$ cat config.mk
export PLATFORM = sky130hd
export DESIGN_NAME = cv2d_mac_flat
export DESIGN_NICKNAME = d
export VERILOG_FILES = /design/src/design/cv2d_pkg.sv /design/src/design/cv2d_res_if.sv /design/src/design/cv2d_mac.sv /design/src/flat_wrapper.sv
export SDC_FILE = /design/constraint.sdc
export NUM_CORES = 1
export LEC_CHECK = 0
export BUFFER_PORTS_ARGS = -buffer_cell sky130_fd_sc_hd__buf_2
export CAP_MARGIN = 20
export CORE_UTILIZATION = 55
export DETAILED_ROUTE_END_ITERATION = 7
export PLACE_DENSITY = 0.73
export SETUP_SLACK_MARGIN = 0.15
export SYNTH_ARGS = -nofsm -noshare
export SYNTH_HDL_FRONTEND = slang
export SYNTH_SLANG_ARGS = --single-unit
$ cat constraint.sdc
create_clock -name clk -period 6.4 [get_ports clk]
set_input_delay 1.6 -clock clk [delete_from_list [all_inputs] [get_ports clk]]
set_output_delay 1.6 -clock clk [all_outputs]
set_load 0.02 [all_outputs]
$ cat src/design/cv2d_pkg.sv
// Shared types and constants for the same-padding 2-D convolution block.
// Used by the channel interfaces, the MAC datapath and the top level.
package cv2d_pkg;

    // Payload widths fixed by the item format
    localparam int OP_W    = 2;
    localparam int KSEL_W  = 3;
    localparam int POS_W   = 6;
    localparam int VAL_W   = 16;
    localparam int PROD_W  = 32;
    localparam int SUM_W   = 38;
    localparam int KIDX_W  = 3;

    // Configuration register widths
    localparam int KSIZE_W  = 3;
    localparam int KCOUNT_W = 4;
    localparam int DIM_W    = 7;
    localparam int CFG_IDX_W  = 3;
    localparam int CFG_DATA_W = 7;

    // Signed window coordinate: row + tap - pad spans -3..66
    localparam int COORD_W = 8;

    typedef enum logic [OP_W-1:0] {
        OP_WR_WEIGHT = 2'd0,
        OP_WR_PIXEL  = 2'd1,
        OP_QUERY     = 2'd2,
        OP_NONE      = 2'd3
    } cv2d_op_t;

    typedef enum logic [CFG_IDX_W-1:0] {
        CFG_KSIZE  = 3'd0,
        CFG_KCOUNT = 3'd1,
        CFG_ROWS   = 3'd2,
        CFG_COLS   = 3'd3
    } cv2d_cfg_idx_t;

    typedef enum logic {
        ST_IDLE,
        ST_RUN
    } cv2d_state_t;

    // Control that travels with each tap through the MAC pipeline
    typedef struct packed {
        logic              valid;
        logic              in_win;   // pixel lies inside the image
        logic              first;    // first tap of a kernel
        logic              last_k;   // last tap of a kernel
        logic [KIDX_W-1:0] kidx;
        logic              is_last;  // tap belongs to the last active kernel
    } cv2d_tag_t;

endpackage

$ cat src/design/cv2d_res_if.sv
// Result channel: one window sum per active kernel.
// Depends on cv2d_pkg for field widths.
interface cv2d_res_if;
    logic                                valid;
    logic                                ready;
    logic signed [cv2d_pkg::SUM_W-1:0]   sum;
    logic [cv2d_pkg::KIDX_W-1:0]         kernel_index;
    logic                                is_last;

    modport source (output valid, sum, kernel_index, is_last, input ready);
    modport sink   (input valid, sum, kernel_index, is_last, output ready);
endinterface

$ cat src/design/cv2d_mac.sv
// Shared multiply-accumulate: product stage, accumulator and result register.
// Depends on cv2d_pkg (tag struct, widths) and cv2d_res_if.
module cv2d_mac (
    input  logic                                 clk,
    input  logic                                 rst_n,
    input  cv2d_pkg::cv2d_tag_t                  tag,
    input  logic signed [cv2d_pkg::VAL_W-1:0]    pixel,
    input  logic signed [cv2d_pkg::VAL_W-1:0]    weight,
    output logic                                 adv,
    cv2d_res_if.source                           res
);
    import cv2d_pkg::*;

    cv2d_tag_t                tag2_reg;
    logic signed [PROD_W-1:0] prod_full;
    logic signed [PROD_W-1:0] prod_reg;
    logic signed [SUM_W-1:0]  acc_reg;
    logic signed [SUM_W-1:0]  acc_sum;
    logic                     out_valid_reg;
    logic                     out_valid_next;
    logic signed [SUM_W-1:0]  out_sum_reg;
    logic [KIDX_W-1:0]        out_kidx_reg;
    logic                     out_last_reg;
    logic                     load_out;

    // The whole pipeline holds while a result sits untaken
    assign adv = !out_valid_reg || res.ready;

    // signed 16x16 product at full width
    assign prod_full = pixel * weight;

    assign acc_sum  = (tag2_reg.first ? '0 : acc_reg)
                    + {{(SUM_W-PROD_W){prod_reg[PROD_W-1]}}, prod_reg};
    assign load_out = adv && tag2_reg.valid && tag2_reg.last_k;

    always_comb
    begin
        out_valid_next = out_valid_reg;
        if (load_out)
        begin
            out_valid_next = 1'b1;
        end
        else if (res.ready)
        begin
            out_valid_next = 1'b0;
        end
    end

    always_ff @(posedge clk or negedge rst_n)
    begin
        if (!rst_n)
        begin
            tag2_reg      <= '0;
            out_valid_reg <= 1'b0;
        end
        else
        begin
            out_valid_reg <= out_valid_next;
            if (adv)
            begin
                tag2_reg <= tag;
            end
        end
    end

    always_ff @(posedge clk)
    begin
        if (adv)
        begin
            // taps outside the image count as zero
            prod_reg <= tag.in_win ? prod_full : '0;
            if (tag2_reg.valid)
            begin
                acc_reg <= acc_sum;
            end
        end
        if (load_out)
        begin
            out_sum_reg  <= acc_sum;
            out_kidx_reg <= tag2_reg.kidx;
            out_last_reg <= tag2_reg.is_last;
        end
    end

    assign res.valid        = out_valid_reg;
    assign res.sum          = out_sum_reg;
    assign res.kernel_index = out_kidx_reg;
    assign res.is_last      = out_last_reg;

endmodule

$ cat src/flat_wrapper.sv
// flat-port wrapper written by rule: the top's interface ports become plain ports
module cv2d_mac_flat import cv2d_pkg::*;
  (clk, rst_n, tag, pixel, weight, adv, res_valid, res_sum, res_kernel_index, res_is_last, res_ready);
  cv2d_res_if res_i ();
  input  logic clk;
  input  logic rst_n;
  input  cv2d_pkg::cv2d_tag_t tag;
  input  logic signed [cv2d_pkg::VAL_W-1:0] pixel;
  input  logic signed [cv2d_pkg::VAL_W-1:0] weight;
  output logic adv;
  output wire logic [$bits(res_i.valid)-1:0] res_valid;
  output wire logic [$bits(res_i.sum)-1:0] res_sum;
  output wire logic [$bits(res_i.kernel_index)-1:0] res_kernel_index;
  output wire logic [$bits(res_i.is_last)-1:0] res_is_last;
  input wire logic [$bits(res_i.ready)-1:0] res_ready;
  assign res_valid = res_i.valid;
  assign res_sum = res_i.sum;
  assign res_kernel_index = res_i.kernel_index;
  assign res_is_last = res_i.is_last;
  assign res_i.ready = res_ready;
  cv2d_mac u_core (.clk(clk), .rst_n(rst_n), .tag(tag), .pixel(pixel), .weight(weight), .adv(adv), .res(res_i));
endmodule
* After elaboration in Yosys (flattened, before gate mapping)
Cells that the tools add are included.
Storage, ports and cells: register bits after elaboration 120, bits of input ports 43, output and inout port bits 44, logic and storage cells 22
Cells by class: $add $sub $neg 1, multiply operators 1, multiplexer cells 3, reduce and logical (&&, ||, !) cells 6
Operators with widths (count):
- $add 38x38->38 | 1
- $mux 38 | 1
- $mul 16x16->32 | 1
- $logic_and 1x1->1 | 2
- $mux 1 | 2
- $reduce_and 2->1 | 1
- $reduce_bool 2->1 | 1
- $logic_not 1->1 | 1
- $logic_or 1x1->1 | 1

* Longest topological paths before layout
word-level depth 5, mapped depth 23, gate-level depth less buffers 22

* Least setup slack after synthesis
Ideal clock, no wire load.
kind input-to-reg, from input port weight[7] (netlist name), to register u_core.prod_reg[31] (data pin), setup time 255 ps, arrival 7047 ps, data required time 6145 ps, slack -902 ps, stages 23, path buffers 1, cells stage by stage clkbuf_1 -> nand2_1 -> fa_1 -> inv_1 -> fa_1 -> inv_1 -> fa_1 -> inv_1 -> fa_1 -> fa_1 -> inv_1 -> fa_1 -> inv_1 -> ha_1 -> and3_1 -> and3_1 -> a32o_2 -> a21oi_1 -> a2111o_1 -> a211o_2 -> a21oi_2 -> xnor2_1 -> and2_1
Between the ends: cells in the longest elaborated chain, start to end 1
RTL lines:
- from (decl) | RTL line flat_wrapper.sv:9 | input logic signed [cv2d_pkg::VAL_W-1:0] weight;
- $mul 16x16->32 | RTL line cv2d_mac.sv:30 | assign prod_full = pixel * weight;
- to (signal assigned) | RTL line cv2d_mac.sv:71 | prod_reg <= tag.in_win ? prod_full : '0;
- to (decl) | RTL line cv2d_mac.sv:16 | logic signed [PROD_W-1:0] prod_reg;
No other way between the ends. A chain may end at the register's enable or synchronous reset.

* Worst setup path after layout
from input port weight[10] (netlist name), to register u_core.prod_reg[25] (data pin)
The elaborated chain is that of the path after synthesis.

==> impl_results.md <==
* Adder-cell share of the synthesized area at approximately 43%
* Ys Warns at 0
* Final GP Congestion at ~0.93
* Setup slack after layout at -0.4825 ns
* DRC at 0
* Post-Synth XOR/XNOR Area at under 10%
* CP Launch Type: primary input
* Clock tree buffer depth at 2
* Vias after detailed routing at between 10000 and 15000
* DRT Wirelength at 34330 microns
* Util after Layout at 67.76%
* Post-route ant nets at 0
* Tmin final at approximately 7 ns
* Die height at around 170 microns
* CP max-delay cell: fa_1
* Status: complete, but fails checks
* CTS clk-pin slew, worst paths at 0.05 ns
* Total Nets Final at roughly 2200
* Endpoints failing hold at 0
* Mapped Nets at 1960
* Critical Path AT at just over 7 ns
* CTS tree: built
* Overflow after GRT at 0
* Layout cell share with drive strength beyond 1 at about 23%
* Netlist cell types at 70
* Area after DPL at roughly 18000 sq um
* Period utilisation layout at 107.5%
* Fmax at roughly 150 MHz
* Async set-reset flop share out of synthesis at under 10%
* Seq/Total Area, Yosys at 22.58%
* Max cap viols at 0
* Crit path max-delay family: adder cells
* Most frequent cells in the layout: inv_1, fa_1, buf_4
* Synth Area in Compound Gates at 7.761%
* # setup viols final at 12
* GRT Total Usage at approximately a quarter
* Main synth FF type: edfxtp_1
* Filler Cell Count at approximately 2100
* Crit path max fanout at 4
* Pre-antenna DRT Iters at 5
* H-tree depth at 4
* Die area at 29380 sq um
* Synthesized flop and latch total at 120
* Buffers on Ports at 86
* Largest family of logic cells by synthesized area: adder cells
* RSZ-0062 raised after global routing: true
* Vias in the first global route at 11830
* Skew final at just under 0.01 ns
* Number of flops mapped to enable cells by yosys at approximately 110
* Violated checks: negative setup slack
* Placed wire-length estimate at roughly 29000 microns
* Mean area per synthesized cell at 10.28 sq um
* Core area at ~28000 sq um
* Synth area leaders: fa_1, edfxtp_1, ha_1
* Initial antenna violation count at 0
* Synth Cell Area at about 16000 sq um
* Max-Slew Margin vs Limit at roughly 54%
* First-pass GRT wire length at ~57000 microns
* CP Capture Type: register
* CP Buf/Inv Count at 7
* Via density at between 5 and 6
* DRT iter0 DRCs at between 500 and 600
* DR WL/cell at approximately 16 microns
* Synth area leader: fa_1
* Worst skew pair latency at 0.41 ns
* Commonest non-fill, non-tap cell in the layout: inv_1
* Num CTS Buffers at 17
* Final setup TNS at -4.682 ns
* Largest net degree at the start of global routing at 43
* Cell mode on critical path: fa_1
* Rows at 61
* Slew Limit Fails at 0
* CTS sink cnt at 120
* Yosys top cell area share at between 30% and 40%
* DIE WIDTH at around 170 microns
* Antenna diode instance count at 0
* Mux share of post-synthesis cell area at less than 1%
* Post-synthesis simple-gate area fraction at about 15%
* Hold/Removal Path Class: register to register
* Crit path cell chain: buf_8 -> and2_4 -> fa_1 -> inv_2 -> fa_1 -> inv_1 -> fa_1 -> fa_1 -> fa_1 -> inv_1 -> fa_1 -> inv_2 -> ha_4 -> and3_4 -> and3_4 -> a32o_2 -> a21oi_4 -> a2111o_1 -> buf_4 -> buf_6 -> a21oi_4 -> a21oi_2 -> xnor2_1 -> and2_1
* Worst path required time at approximately 6.6 ns
* Tightest Pin Transition at roughly 0.7 ns
* Synthesis-to-finish area growth at 20.25%
* Fin area at roughly 19000 sq um
* Initial Util at between 50% and 60%
* Delay of the slowest cell on the worst path at between 0.5 and 0.6 ns
* Clock root buffer: clkbuf_16
* CP Class: primary input to register
* Post-Syn Instances at between 1500 and 2000
* I/O pin count at 87
==> stage by stage <==
step / std cells / worst slack [ns] / hold WS, ns
global route: 2158 / -0.6675 / 0.4522
detailed placement: 2116 / -1.011 / 0.4335
finish: 2158 / -0.4825 / 0.4446
global placement: 2116 / -0.9376 / 0.4235
floorplan: 1535 / -0.7023 / 0.4211
CTS: 2154 / -0.4492 / 0.4467
==> repair_timing <==
item                       4_1_cts  5_1_grt
resized for setup               84       47
hold endpoints to repair         0        0
pin swaps                       33       33
buffers inserted                 6        4
hold buffers                     0        0
setup endpoints to repair       19       21
cloned                           0        0
==> cell families (layout without fill, tap and decap cells) <==
group,after synthesis,in the layout
simple gates,445,445
fa+ha+maj,382,382
buf+inv,339,584
compound gates,181,181
flops,120,120
xor+xnor,59,59
mux,9,9
==> cells in the mapped netlist, types with 28 or more instances <==
library cell and n:
xnor2_1 46, and2_1 148, nor2_1 33, a21o_1 28
inv_1 296, edfxtp_1 112, a21oi_1 51, nor2b_1 46
fa_1 263, ha_1 119, nand2_1 141, o21ai_0 28
clkbuf_1 40
==> final timing paths <==
kind | startpoint | to | slack (ns) | cells past startpoint
min in group asynchronous | rst_n | u_core.tag2_reg[1] | 1.02 | 1
max in group asynchronous | rst_n | u_core.tag2_reg[5] | 5.22 | 1
setup / recovery | weight[10] | u_core.prod_reg[25] | -0.48 | 24
setup reg to reg | u_core.tag2_reg[5] | u_core.res.sum[33] | 2.37 | 12
hold / removal | u_core.tag2_reg[3] | u_core.res.kernel_index[2] | 0.44 | 0
hold reg to reg | u_core.tag2_reg[3] | u_core.res.kernel_index[2] | 0.44 | 0
==> routing by layer <==
layer	global-route usage [%]	share of wire, %	up-vias
met5	0	0	-
met4	6.793	1.8	0
met3	3.083	4.5	50
met2	42.14	48	303
met1	34.13	46	5510
li1	-	-	5320
==> final cells by class <==
type / count / area (sq um) / share of cell area [%]
clock inverter: 11 / 123.9 / 0.6526
timing repair buffer: 256 / 1906 / 10.04
inverter: 296 / 1111 / 5.854
clock buffer: 21 / 460.4 / 2.426
sequential: 120 / 3563 / 18.77
multi-input combinational: 1076 / 11340 / 59.76
tap: 378 / 473.0 / 2.492
Power is not shown: default switching activity piles up to over one toggle a cycle in this logic, so the estimate is an artifact.
